<file path="config.mk">
export PLATFORM = sky130hd
export DESIGN_NAME = float32_adder
export DESIGN_NICKNAME = d
export VERILOG_FILES = /design/src/hdl/fadd_pkg.sv /design/src/hdl/fadd_align.sv /design/src/hdl/fadd_norm.sv /design/src/hdl/fadd_round.sv /design/src/hdl/float32_adder.sv
export VERILOG_INCLUDE_DIRS = /design/src /design/src/hdl
export SDC_FILE = /design/constraint.sdc
export NUM_CORES = 1
export LEC_CHECK = 0
export BUFFER_PORTS_ARGS = -buffer_cell sky130_fd_sc_hd__buf_2
export CORE_MARGIN = 3
export CORE_UTILIZATION = 35
export CTS_CLUSTER_SIZE = 8
export DETAILED_ROUTE_END_ITERATION = 7
export PLACE_DENSITY_LB_ADDON = 0.3
export SYNTH_ARGS = -nofsm -noshare
export SYNTH_HDL_FRONTEND = slang
export SYNTH_SLANG_ARGS = --single-unit
</file>
<file path="constraint.sdc">
create_clock -name clk -period 13.9 [get_ports clk]
set_clock_uncertainty 0.05 [all_clocks]
set_input_delay 2.085 -clock clk [delete_from_list [all_inputs] [get_ports clk]]
set_output_delay 2.085 -clock clk [all_outputs]
set_load 0.1 [all_outputs]
</file>
<file path="src/hdl/float32_adder_macros.svh">
// assertion helpers used by the adder top level
`ifndef FLOAT32_ADDER_MACROS_SVH
`define FLOAT32_ADDER_MACROS_SVH

// implication checked on every rising clock edge outside reset
`define FADD_IMPLIES(lbl, ante, cons, msg) \
	lbl: assert property (@(posedge clk) disable iff (!arst_n) (ante) |-> (cons)) \
		else $error(msg);

// implication whose consequence is sampled a fixed pipeline depth later
`define FADD_LATER(lbl, ante, cons, msg) \
	lbl: assert property (@(posedge clk) disable iff (!arst_n) (ante) |-> ##5 (cons)) \
		else $error(msg);

`endif

</file>
<file path="src/hdl/fadd_pkg.sv">
// ----------------------------------------------------------------------------
// fadd_pkg
// shared constants and stage control type of the single-precision adder
// ----------------------------------------------------------------------------
package fadd_pkg;

	localparam logic [31:0] EXP_MASK  = 32'h7f80_0000;
	localparam logic [31:0] FRAC_MASK = 32'h007f_ffff;
	localparam logic [31:0] SIGN_BIT  = 32'h8000_0000;
	localparam logic [31:0] POS_INF   = 32'h7f80_0000;
	localparam logic [31:0] NEG_INF   = 32'hff80_0000;
	localparam logic [31:0] INF_DIFF  = 32'hffc0_0000;
	localparam logic [7:0]  MAX_GAP   = 8'd24;
	localparam int          FRAC_BITS = 23;
	localparam int          SUM_W     = 50;
	localparam int          MAG_W     = 49;

	// control travelling beside each stage's data
	typedef struct packed {
		logic        vld;
		logic        byp;
		logic [31:0] byp_val;
	} ctl_t;

endpackage

</file>
<file path="src/hdl/fadd_align.sv">
// ----------------------------------------------------------------------------
// fadd_align
// special-case screening, operand ordering, alignment shift and signed add
// ----------------------------------------------------------------------------
module fadd_align (
	input  logic                        clk,
	input  logic                        arst_n,
	input  logic                        in_vld,
	input  logic [31:0]                 op_a,
	input  logic [31:0]                 op_b,
	output fadd_pkg::ctl_t              ctl_s2,
	output logic [fadd_pkg::SUM_W-1:0]  sum_s2,
	output logic [7:0]                  be_s2
);

	logic        nan_a, nan_b, zero_a, zero_b, swp;
	logic [31:0] big, sml;
	logic [7:0]  e_big, e_sml, eb1, es1, diff;
	logic [23:0] m_big, m_sml;
	fadd_pkg::ctl_t ctl_c, ctl_s1;
	logic        sa_s1, sb_s1;
	logic [23:0] am_s1, bm_s1;
	logic [4:0]  diff_s1;
	logic [7:0]  be_s1;
	logic [fadd_pkg::SUM_W-1:0] ash, aterm, bterm;

	always_comb begin
		nan_a  = ((op_a & fadd_pkg::EXP_MASK) == fadd_pkg::EXP_MASK)
			&& ((op_a & fadd_pkg::FRAC_MASK) != 32'd0);
		nan_b  = ((op_b & fadd_pkg::EXP_MASK) == fadd_pkg::EXP_MASK)
			&& ((op_b & fadd_pkg::FRAC_MASK) != 32'd0);
		zero_a = (op_a == 32'd0) || (op_a == fadd_pkg::SIGN_BIT);
		zero_b = (op_b == 32'd0) || (op_b == fadd_pkg::SIGN_BIT);
		swp    = op_b[30:23] > op_a[30:23];
		big    = swp ? op_b : op_a;
		sml    = swp ? op_a : op_b;
		e_big  = big[30:23];
		e_sml  = sml[30:23];
		eb1    = (e_big == 8'd0) ? 8'd1 : e_big;
		es1    = (e_sml == 8'd0) ? 8'd1 : e_sml;
		m_big  = {(e_big != 8'd0), big[22:0]};
		m_sml  = {(e_sml != 8'd0), sml[22:0]};
		diff   = eb1 - es1;

		ctl_c.vld     = in_vld;
		ctl_c.byp     = 1'b1;
		ctl_c.byp_val = 32'd0;
		if (nan_a) begin
			ctl_c.byp_val = op_a;
		end else if (nan_b) begin
			ctl_c.byp_val = op_b;
		end else if (op_a == 32'd0 && op_b == fadd_pkg::SIGN_BIT) begin
			ctl_c.byp_val = 32'd0;
		end else if (zero_a) begin
			ctl_c.byp_val = op_b;
		end else if (zero_b) begin
			ctl_c.byp_val = op_a;
		end else if ((op_a == fadd_pkg::POS_INF && op_b == fadd_pkg::NEG_INF)
			|| (op_b == fadd_pkg::POS_INF && op_a == fadd_pkg::NEG_INF)) begin
			ctl_c.byp_val = fadd_pkg::INF_DIFF;
		end else if (diff > fadd_pkg::MAX_GAP) begin
			ctl_c.byp_val = big;
		end else begin
			ctl_c.byp = 1'b0;
		end
	end

	always_ff @(posedge clk or negedge arst_n) begin
		if (!arst_n) begin
			ctl_s1 <= '0;
		end else begin
			ctl_s1 <= ctl_c;
		end
	end

	always_ff @(posedge clk) begin
		sa_s1          <= big[31];
		sb_s1          <= sml[31];
		am_s1          <= m_big;
		bm_s1          <= m_sml;
		diff_s1        <= diff[4:0];
		be_s1          <= es1;
	end

	// align the larger operand onto the smaller one's scale, then add signed
	always_comb begin
		ash   = {{(fadd_pkg::SUM_W-24){1'b0}}, am_s1} << diff_s1;
		aterm = sa_s1 ? (~ash + 1'b1) : ash;
		bterm = {{(fadd_pkg::SUM_W-24){1'b0}}, bm_s1};
		bterm = sb_s1 ? (~bterm + 1'b1) : bterm;
	end

	always_ff @(posedge clk or negedge arst_n) begin
		if (!arst_n) begin
			ctl_s2 <= '0;
		end else begin
			ctl_s2 <= ctl_s1;
		end
	end

	always_ff @(posedge clk) begin
		sum_s2         <= aterm + bterm;
		be_s2          <= be_s1;
	end

endmodule

</file>
<file path="src/hdl/fadd_norm.sv">
// ----------------------------------------------------------------------------
// fadd_norm
// magnitude, leading-one search and normalization with round decision
// ----------------------------------------------------------------------------
module fadd_norm (
	input  logic                        clk,
	input  logic                        arst_n,
	input  fadd_pkg::ctl_t              ctl_s2,
	input  logic [fadd_pkg::SUM_W-1:0]  sum_s2,
	input  logic [7:0]                  be_s2,
	output fadd_pkg::ctl_t              ctl_s4,
	output logic                        sig_s4,
	output logic [23:0]                 norm_s4,
	output logic signed [10:0]          se_s4,
	output logic                        rnd_s4
);

	logic [fadd_pkg::SUM_W-1:0] neg;
	logic [fadd_pkg::MAG_W-1:0] mag, mask;
	logic [5:0]  msb, k;
	fadd_pkg::ctl_t ctl_c, ctl_s3;
	logic [fadd_pkg::MAG_W-1:0] mag_s3;
	logic [5:0]  msb_s3;
	logic        sig_s3;
	logic [7:0]  be_s3;
	logic [23:0] norm;
	logic        rb, sticky, rnd;
	logic signed [10:0] se;

	always_comb begin
		neg = ~sum_s2 + 1'b1;
		mag = sum_s2[fadd_pkg::SUM_W-1] ? neg[fadd_pkg::MAG_W-1:0]
			: sum_s2[fadd_pkg::MAG_W-1:0];
		msb = 6'd0;
		for (int i = 0; i < fadd_pkg::MAG_W; i++) begin
			if (mag[i]) msb = 6'(i);
		end
		ctl_c = ctl_s2;
		// exact cancellation gives plus zero
		if (!ctl_s2.byp && mag == '0) begin
			ctl_c.byp     = 1'b1;
			ctl_c.byp_val = 32'd0;
		end
	end

	always_ff @(posedge clk or negedge arst_n) begin
		if (!arst_n) begin
			ctl_s3 <= '0;
		end else begin
			ctl_s3 <= ctl_c;
		end
	end

	always_ff @(posedge clk) begin
		mag_s3         <= mag;
		msb_s3         <= msb;
		sig_s3         <= sum_s2[fadd_pkg::SUM_W-1];
		be_s3          <= be_s2;
	end

	always_comb begin
		se = $signed({3'b000, be_s3}) + $signed({5'b00000, msb_s3}) - 11'sd23;
		k  = msb_s3 - 6'(fadd_pkg::FRAC_BITS);
		mask = '0;
		rb = 1'b0;
		sticky = 1'b0;
		rnd = 1'b0;
		if (msb_s3 > 6'(fadd_pkg::FRAC_BITS)) begin
			norm   = 24'(mag_s3 >> k);
			rb     = |((mag_s3 >> (k - 6'd1)) & {{(fadd_pkg::MAG_W-1){1'b0}}, 1'b1});
			mask   = ({{(fadd_pkg::MAG_W-1){1'b0}}, 1'b1} << (k - 6'd1))
				- {{(fadd_pkg::MAG_W-1){1'b0}}, 1'b1};
			sticky = |(mag_s3 & mask);
			rnd    = rb & (sticky | norm[0]);
		end else begin
			norm = 24'(mag_s3 << (6'(fadd_pkg::FRAC_BITS) - msb_s3));
		end
	end

	always_ff @(posedge clk or negedge arst_n) begin
		if (!arst_n) begin
			ctl_s4 <= '0;
		end else begin
			ctl_s4 <= ctl_s3;
		end
	end

	always_ff @(posedge clk) begin
		sig_s4         <= sig_s3;
		norm_s4        <= norm;
		se_s4          <= se;
		rnd_s4         <= rnd;
	end

endmodule

</file>
<file path="src/hdl/fadd_round.sv">
// ----------------------------------------------------------------------------
// fadd_round
// rounding, underflow into denormals, overflow to infinity, result packing
// ----------------------------------------------------------------------------
module fadd_round (
	input  logic                clk,
	input  logic                arst_n,
	input  fadd_pkg::ctl_t      ctl_s4,
	input  logic                sig_s4,
	input  logic [23:0]         norm_s4,
	input  logic signed [10:0]  se_s4,
	input  logic                rnd_s4,
	output logic                vld_s5,
	output logic [31:0]         sum_s5
);

	logic [24:0] r;
	logic [23:0] m;
	logic [7:0]  e;
	logic [4:0]  sh;
	logic [31:0] res;

	always_comb begin
		r   = {1'b0, norm_s4} + {24'd0, rnd_s4};
		m   = r[24] ? r[24:1] : r[23:0];
		e   = r[24] ? (se_s4[7:0] + 8'd1) : se_s4[7:0];
		sh  = 5'(11'sd1 - se_s4);
		res = {sig_s4, e, m[22:0]};
		if (ctl_s4.byp) begin
			res = ctl_s4.byp_val;
		end else if (se_s4 <= 11'sd0) begin
			// underflow truncates into a denormal
			res = {sig_s4, 31'(norm_s4 >> sh)};
		end else if (se_s4 >= 11'sd255) begin
			res = {sig_s4, 31'd0} | fadd_pkg::POS_INF;
		end
	end

	always_ff @(posedge clk or negedge arst_n) begin
		if (!arst_n) begin
			vld_s5 <= 1'b0;
		end else begin
			vld_s5 <= ctl_s4.vld;
		end
	end

	always_ff @(posedge clk) begin
		sum_s5 <= res;
	end

endmodule

</file>
<file path="src/hdl/float32_adder.sv">
// ----------------------------------------------------------------------------
// float32_adder
// single-precision adder, five pipeline stages, one request per cycle
// ----------------------------------------------------------------------------
// channel   ports              handshake
// request   op_a, op_b         start high while busy low
// result    sum                done high for one cycle
//
// a request can enter every cycle; its result is registered through each stage below
// the stages in order: screen, align-add, leading one, normalize, round
// busy never rises since no stage holds back
// reset clears only the stage control; data registers are not reset
// the receiver cannot stall, so no back-pressure path exists
// ----------------------------------------------------------------------------
`include "float32_adder_macros.svh"

module float32_adder (
	input  logic        clk,
	input  logic        arst_n,
	input  logic        start,
	output logic        busy,
	input  logic [31:0] op_a,
	input  logic [31:0] op_b,
	output logic        done,
	output logic [31:0] sum
);

	fadd_pkg::ctl_t ctl_s2, ctl_s4;
	logic [fadd_pkg::SUM_W-1:0] sum_s2;
	logic [7:0]  be_s2;
	logic        sig_s4, rnd_s4;
	logic [23:0] norm_s4;
	logic signed [10:0] se_s4;
	logic        nan_out;

	assign busy = 1'b0;

	// opposite infinities give the one nan not copied from an operand
	assign nan_out = done && sum[30:23] == 8'hff && sum[22:0] != 23'd0
		&& sum != fadd_pkg::INF_DIFF;

	fadd_align u_align (
		.clk    (clk),
		.arst_n (arst_n),
		.in_vld (start),
		.op_a   (op_a),
		.op_b   (op_b),
		.ctl_s2 (ctl_s2),
		.sum_s2 (sum_s2),
		.be_s2  (be_s2)
	);

	fadd_norm u_norm (
		.clk     (clk),
		.arst_n  (arst_n),
		.ctl_s2  (ctl_s2),
		.sum_s2  (sum_s2),
		.be_s2   (be_s2),
		.ctl_s4  (ctl_s4),
		.sig_s4  (sig_s4),
		.norm_s4 (norm_s4),
		.se_s4   (se_s4),
		.rnd_s4  (rnd_s4)
	);

	fadd_round u_round (
		.clk     (clk),
		.arst_n  (arst_n),
		.ctl_s4  (ctl_s4),
		.sig_s4  (sig_s4),
		.norm_s4 (norm_s4),
		.se_s4   (se_s4),
		.rnd_s4  (rnd_s4),
		.vld_s5  (done),
		.sum_s5  (sum)
	);

	`FADD_LATER(a_req_done, start, done, "request did not produce a result")
	`FADD_LATER(a_no_spurious, !start, !done, "result without a request")
	`FADD_IMPLIES(a_nan_source, nan_out, sum == $past(op_a, 5) || sum == $past(op_b, 5),
		"nan result not taken from an operand")

endmodule

</file>
* Word-level counts from Yosys, hierarchy flattened
Index checks and enable logic that the tools add are counted.
** Word-level totals
- Register bits after elaboration :: 391
** Cells by class
- Bitwise logic cells :: 6
- $add $sub $neg :: 14
- Multiplexer cells :: 75
- Reductions and logical operators :: 21
- Shifts and indexed selects :: 6
- $lt $le $gt $ge :: 5
- Eq/ne operators :: 8
** Operators by type and width (count)
- 32-bit 2-to-1 mux :: 10
- 6-bit 2-to-1 mux :: 30
- 32-bit equality test, second input constant :: 4
- 50-bit by 1-bit adder with 50-bit output, second input constant :: 2
- 50-bit 2-to-1 mux :: 2
- 5-bit 2-to-1 mux :: 16
- 32-bit by 31-bit equality test with 1-bit output, second input constant :: 2
- 32-bit zero test :: 2
- 32-bit nonzero test :: 2
- 31-bit 2-to-1 mux :: 2
- 50-bit adder :: 1
- 24-bit NOT with 50-bit output :: 1
- 50-bit NOT :: 1
- 24-bit by 5-bit left shift with 50-bit output :: 1
- 49-bit by 1-bit adder with 49-bit output, second input constant :: 1
- 49-bit bitwise AND :: 1
- 49-bit zero test :: 1
- 49-bit 2-to-1 mux :: 1
- 49-bit NOT :: 1
- 49-bit OR reduction :: 1
- 1-bit by 6-bit left shift with 49-bit output, first input constant :: 1
- 49-bit by 6-bit left shift with 24-bit output :: 1
- 49-bit by 6-bit >> shifter with 1-bit output :: 1
- 49-bit by 6-bit >> shifter with 24-bit output :: 1
- 30 further kinds :: 49

* Depth between registers and ports, before layout
Gate-level depths: netlist of the first run.
- Depth in word-level cells :: 50
- Depth in mapped cells :: 29

* By module
Synthesis of the first run repeated with hierarchy kept, for this count alone.
** Second synthesis, totals
- Cells, all modules :: 3583
- Area, all modules :: 29701.0 um2
** Modules (own cells, without submodules)
- fadd_align :: sequential area each 4124.0 um2, area an instance 13508.0 um2, instances 1, cells an instance 1557
- fadd_norm :: sequential area each 3703.6 um2, area an instance 12617.1 um2, instances 1, cells an instance 1600
- fadd_round :: sequential area each 665.6 um2, area an instance 3564.7 um2, instances 1, cells an instance 424
- float32_adder :: sequential area each 0.0 um2, area an instance 11.3 um2, instances 1, cells an instance 2

* Least setup slack after synthesis of the first run
OpenSTA, ideal clock, no wires.
- Path type :: input to register
- Start :: input port op_a[30]
- End :: register u_align.ctl_s1[1] in the netlist's numbering
- Buffers on the path :: 4
- Setup slack :: 6606 ps
- Data arrival time :: 7123 ps
- Cell stages on the path :: 27
- Setup time :: 121 ps
- Required time :: 13729 ps
- Cells stage by stage :: clkbuf_1 inv_1 ha_1 nand4_1 o21ai_0 o21a_1 clkbuf_1 clkbuf_1 mux2i_1 nand4_1 or4_1 nand2_1 ha_1 inv_1 fa_1 nand2_1 nand2_1 a21oi_1 o21ai_0 a21oi_1 xor2_1 o211ai_1 a21oi_1 nor2_1 clkbuf_1 a22o_1 a22o_1
** RTL lines
- start: declaration :: line float32_adder.sv:22 : input logic [31:0] op_a,
- end signal: assignment :: line fadd_align.sv:72 : ctl_s1 <= ctl_c;
- end: declaration :: line fadd_align.sv:20 : fadd_pkg::ctl_t ctl_c, ctl_s1;

==> run metrics, run 1 <==
status=complete, no violations; top post-synthesis cells by area=dfxtp_1 (19%), dfrtp_1 (12%), mux4_2 (5.2%); WL final=87900 um; clock tree sinks=391; family with the most delay on the worst path=compound AO/OA/AOI/OAI gates; initial core utilization=0.354; startpoint types=input pin; CTS resizes=0; Synth Flop Type=dfxtp_1; worst r2r src=u_align.diff_s1[3]; sequential area share after synthesis=0.310; most common cell after layout, fill and taps aside=nand2_1; gr ovfl total=0; die area=81900 sq um; # fillers=7911; Worst EP arrival=7780 ps; worst slew pin tran=1030 ps; DR WL/cell=20.6 um; min Tclk post-route=~7300 ps; Slew headroom=0.310; row count=102; post-synth top area cell=dfxtp_1; Layout Nets=3357; Area Growth Syn to Fin=11.3%; io pins=101; PortBufs=slightly below 100; Hold Vio Cnt, Final=0; FFs w/ async S/R, synth=0.350; final RePlAce weighted congestion=0.959; synth warn=0; DR pass1 iterations=8; post-route ant nets=0; Cell variety after synth=88; Setup TNS Final=0 ps; Clock Path Buffers=3; share of cells above drive strength 1=0.137; RSZ-0062 raised after global routing=no; Mapped Nets=3347; R2R Setup Slk=6820 ps; Post-CTS Hold Buffers=0; pin count of the biggest net entering global routing=between 70 and 80; Worst Setup Path Type=input pin to flop; Clk Latency, worst-skew pair=610 ps; Worst path slowest cell=buf_4; Post-synth EDFFs=0; # setup viols final=0; critical path's most frequent cell=a21oi_1; Tcrit/Tclk final=0.528; initial antenna violation count=6; DRC viols=0; Slew Limit Fails=0; Max-Cap Viols=0; Max Fanout on Critical Path=64; RR Endpoint=u_align.sum_s2[43]; vias in the first global route=22800; Vias/cell=5.70; Fmax=between 100 and 150 MHz; Iter 0 DRT Violations=~2400; antenna cells=0; destination of the worst hold path=u_align.be_s2[1]; HP Start=u_align.be_s1[1]; sequential cell area=8520 sq um; Synth Register Bits=391; core box area=77600 sq um; FF-to-FF path depth=21; Vias=24300; Avg Cell Area, Syn=8.62 sq um; Num CTS Buffers=56; Reg clk slew, reported paths=50 ps; commonest cells after routing, fill and taps aside=nand2_1 (303), nor2_1 (267), dfxtp_1 (249); CTS tree=done; Synth Cell Area=27500 sq um; WP data required=14340 ps; Min-Delay Path Depth=0; type of element capturing the critical path=flop; Cells after Synth=about 3200; hold crit path type=flop to flop; first-pass GRT wire length=136000 um; DIE WIDTH=286 um; postcts setup bufs=0; Die H=about 290 um; CP bufs+invs=6; Total GRT Usage=0.209; H-tree levels=2; Root Buffer=clkbuf_16; Critical Path Max Stage Delay=660 ps; area occupied by multi-input gates=17900 sq um; Synth top area share=0.185; Detailed Place HPWL=67500 um
[layout make-up]
cell class / count / share of cell area
clock buffer: 84 / 0.0500
clock inverter: 6 / 0.00434
inverter: 102 / 0.0125
multi-input combinational: 2505 / 0.585
sequential: 391 / 0.279
tap: 1040 / 0.0426
timing repair buffer: 141 / 0.0267
[synthesized netlist by cell type (18+ instances only)]
| master | n |
|---|---|
| nand2b_1 | 50 |
| a21o_1 | 38 |
| o31ai_1 | 44 |
| and3_1 | 29 |
| clkbuf_1 | 147 |
| ha_1 | 90 |
| or3_1 | 31 |
| a211oi_1 | 37 |
| nor3_1 | 49 |
| o21a_1 | 24 |
| nor2b_1 | 59 |
| a22oi_1 | 18 |
| a22o_1 | 52 |
| dfxtp_1 | 254 |
| o211ai_1 | 28 |
| xor2_1 | 61 |
| nor2_1 | 267 |
| mux2_2 | 127 |
| dfrtp_1 | 137 |
| a31oi_1 | 25 |
| o22ai_1 | 24 |
| mux4_2 | 64 |
| nand3_1 | 52 |
| xnor2_1 | 158 |
| o21ai_0 | 212 |
| buf_1 | 33 |
| a21oi_1 | 196 |
| or4_1 | 18 |
| nor4_1 | 33 |
| and2_1 | 26 |
| nand2_1 | 303 |
| inv_1 | 99 |
| nand4_1 | 28 |
| mux2i_1 | 133 |
[flip-flops by register name (all words and copies together), names as in the netlist, 11 cells and up]
register,cells
u_align.ctl_s1,34
u_norm.norm_s4,24
u_round.sum_s5,32
u_align.sum_s2,50
u_norm.ctl_s3,34
u_norm.se_s4,11
u_norm.ctl_s4,34
u_norm.mag_s3,49
u_align.bm_s1,24
u_align.am_s1,24
u_align.ctl_s2,34
[routing by layer]
| metal | vias up | share of wire | GRT usage |
|---|---|---|---|
| met5 | - | 0.00048 | 0 |
| met4 | 6 | 0.026 | 0.0568 |
| met3 | 150 | 0.071 | 0.0343 |
| met2 | 881 | 0.44 | 0.322 |
| met1 | 11600 | 0.46 | 0.301 |
| li1 | 11700 | - | - |
[metrics by stage]
| step | hold slack (ps) | utilization | instance area (sq um) | worst slack [ps] | cells |
|---|---|---|---|---|---|
| finish | 274 | 0.394 | 30600 | 6560 | 4269 |
| global route | 277 | 0.394 | 30600 | 6080 | 4269 |
| CTS | 269 | 0.394 | 30600 | 6640 | 4269 |
| detailed placement | 262 | 0.372 | 28900 | 6010 | 4179 |
| global placement | 261 | 0.372 | 28900 | 6010 | 4179 |
| floorplan | 260 | - | 27500 | 6610 | 3187 |
[cells by family (layout without fill, tap and decap cells)]
group                      Yosys count  count (layout)  synth area share
DFF                                391             391             0.310
and+or+nand+nor                   1002            1002             0.176
other                                1               1          0.000137
muxes                              324             324             0.153
xor gates and xnor gates           219             219            0.0699
adders and majority gates           93              93            0.0432
buffers and inverters              291             333            0.0411
AOI/OAI and AO/OA                  866             866             0.207
[worst register-to-register path, delay by kind of cell, from the launching register on]
kind / cells / cell delay (ps)
buffers and inverters: 2 / 960
DFF: 1 / 730
and+or+nand+nor: 7 / 2230
AOI/OAI and AO/OA: 8 / 2070
xor gates and xnor gates: 2 / 370
adders and majority gates: 2 / 580
[worst max-delay path by stage]
stage | from | end | slack, ps | depth (start not counted)
6_report | op_a[24] | u_align.ctl_s1[21] | 6560 | 30
4_1_cts | op_a[24] | u_align.ctl_s1[21] | 6640 | 30
5_1_grt | op_a[24] | u_align.ctl_s1[21] | 6080 | 28
3_5_place_dp | op_a[24] | u_align.ctl_s1[21] | 6010 | 30
3_3_place_gp | op_a[24] | u_align.ctl_s1[21] | 6010 | 30
2_1_floorplan | op_a[30] | u_align.ctl_s1[1] | 6610 | 27
Power of run 1 is left out: the tool's default activity adds up to more than one toggle a clock period on the data nets, which glitch-free logic cannot reach.
==> run 2, diff against run 1 <==
ABC_AREA = 1   (was default)
clock period = 7.55 ns   (was 13.9 ns; I/O delays follow)
==> run 2 against run 1 <==
Net effect:
- sequential cell count unchanged
- largest cell class unchanged
- first-iteration DRC count increased by 5.1%
- synthesized area about the same
- worst hold slack got worse by 0.77 ps
- die area about the same
- count of clock-buffer cells in the layout increased by 3
- non-clock buffer count decreased by 7
==> run metrics, run 2 <==
worst slew pin tran=approximately 1100 ps; Vias/cell=5.13; Synth Flop Type=dfxtp_1; Clk Latency, worst-skew pair=~600 ps; Max Fanout on Critical Path=21; Avg Cell Area, Syn=6.61 sq um; xor/xnor share of the synthesized area=0.0631; Tcrit/Tclk final=0.831; max FFs per register=50; commonest cells after routing, fill and taps aside=nand2_1 (954), inv_1 (528), o21ai_0 (463); core box area=a little under 80000 sq um; die area=~82000 sq um; Total GRT Usage=0.215; met3 wire length=around 5500 um; top sig layer=met4; initial antenna violation count=3; Cells after Synth=4159; # setup viols final=0; # fillers=8373; first-pass GRT wire length=~140000 um; CTS resizes=0; synth warn=0; row count=between 100 and 150; H-tree levels=2; Post-CTS Hold Buffers=0; Clock Path Buffers=3; top cells by count, synth=nand2_1 (954), inv_1 (528), o21ai_0 (464); DR pass1 iterations=7; R2R Setup Slk=roughly 1300 ps; hold crit path type=flop to flop; Cell variety after synth=75; min Tclk post-route=6280 ps; Max-Cap Viols=0; met2 wire length=40300 um; crit path capture=u_align.sum_s2[49]; FF-to-FF path depth=35; Vias=27000; Compound-Gate Fraction of Synth Area=0.200; Met1 Routed Length=42100 um; DIE WIDTH=roughly 290 um; top post-synthesis cells by area=dfxtp_1 (19%), nand2_1 (13%), dfrtp_1 (12%); sequential area share after synthesis=0.310; Worst Setup Path Type=flop to flop; pin count of the biggest net entering global routing=84; Layout Nets=approximately 4300; Worst path slowest cell=dfxtp_1; CTS tree=done; share of cells above drive strength 1=0.0707; Post-synth EDFFs=0; Critical Path Max Stage Delay=roughly 780 ps; DR WL/cell=17.2 um; Hold Vio Cnt, Final=0; Synth Register Bits=391; Synth Area in Adders=0.0432; post-synth top area cell=dfxtp_1; Reg with most FFs=u_align.sum_s2; FFs w/ async S/R, synth=0.350; Worst EP arrival=~6700 ps; Area Growth Syn to Fin=10.8%; Synth Cell Area=27500 sq um; critical path's most frequent cell=nand2_1; most common cell after layout, fill and taps aside=nand2_1; gr ovfl total=0; RR Endpoint=u_align.sum_s2[49]; Fmax=159 MHz; most numerous cell in the Yosys netlist=nand2_1; Mapped Nets=between 4000 and 5000; Die H=286 um; WP data required=7970 ps; type of element capturing the critical path=flop; largest registers=u_align.sum_s2: 50 flops, u_norm.mag_s3: 49 flops; post-synthesis mux area share=0.0168; WL final=90400 um; Detailed Place HPWL=72100 um; startpoint types=flop; area occupied by multi-input gates=16200 sq um; Slew Limit Fails=0; Reg clk slew, reported paths=50 ps; io pins=101; fin area=30500 sq um; Placed Area=28800 sq um; Root Buffer=clkbuf_16; status=complete, no violations; Synth Area in Simple Gates=0.265; clock tree sinks=391; Num CTS Buffers=56; RSZ-0062 raised after global routing=no; Iter 0 DRT Violations=2511; sequential cell area=8510 sq um; PortBufs=99; Slew headroom=0.272; Setup TNS Final=0 ps; initial core utilization=0.354; final RePlAce weighted congestion=0.969; vias in the first global route=about 25000; post-route ant nets=0; largest family of logic cells by synthesized area=simple AND/OR/NAND/NOR gates; Synth top area share=0.185; postcts setup bufs=0; DRC viols=0; Critical Path Source=u_align.diff_s1[2]; worst r2r src=u_align.diff_s1[2]
## run 2: logic make-up after synthesis
logic type,Yosys count
buf+inv,728
other cells,1
mux,46
fa+ha+maj,93
xor+xnor,195
compound gates,980
simple gates,1725
flops,391
## run 2: how the worst min path moves through the flow
stage	start	depth (start not counted)	to	slack, ps
after global placement	u_align.be_s2[0]	0	u_norm.be_s3[0]	260
after floorplan	u_align.be_s1[0]	0	u_align.be_s2[0]	260
after global routing	u_align.be_s1[5]	0	u_align.be_s2[5]	280
after detailed placement	u_norm.sig_s3	0	u_norm.sig_s4	260
final	u_norm.sig_s3	0	u_norm.sig_s4	270
after CTS	u_align.be_s2[5]	0	u_norm.be_s3[5]	270
## run 2: layout make-up
type | count | area share
timing repair buffer | 134 | 0.0251
antenna | 3 | 0.000246
multi-input combinational | 3040 | 0.531
inverter | 555 | 0.0685
tap | 1040 | 0.0427
clock inverter | 6 | 0.00230
clock buffer | 87 | 0.0508
sequential | 391 | 0.279
## run 2: stage by stage
stage | cells | hold WS, ps | setup slack (ps) | utilization
after global placement | 5160 | 262 | 1050 | 0.372
after floorplan | 4159 | 260 | 1910 | -
after detailed placement | 5160 | 264 | 1010 | 0.372
final | 5256 | 273 | 1270 | 0.393
after CTS | 5253 | 274 | 1240 | 0.393
after global routing | 5255 | 278 | 552 | 0.393
## run 2: routing by layer
layer  global-route usage  up-vias
met2                0.345      838
met1                0.302    12300
met4               0.0613        0
met3               0.0290      134
li1                     -    13700
met5                    0        -
## run 2: critical path, delay by kind of cell (launching register included)
family	cells	cell delay, ps
adder cells (fa/ha/maj)	2	470
XOR/XNOR	2	340
AND/OR/NAND/NOR	20	2830
buffers and inverters	5	580
AO/OA/AOI/OAI	6	1080
flip-flops	1	780
Power of run 2 is left out for the same reason.
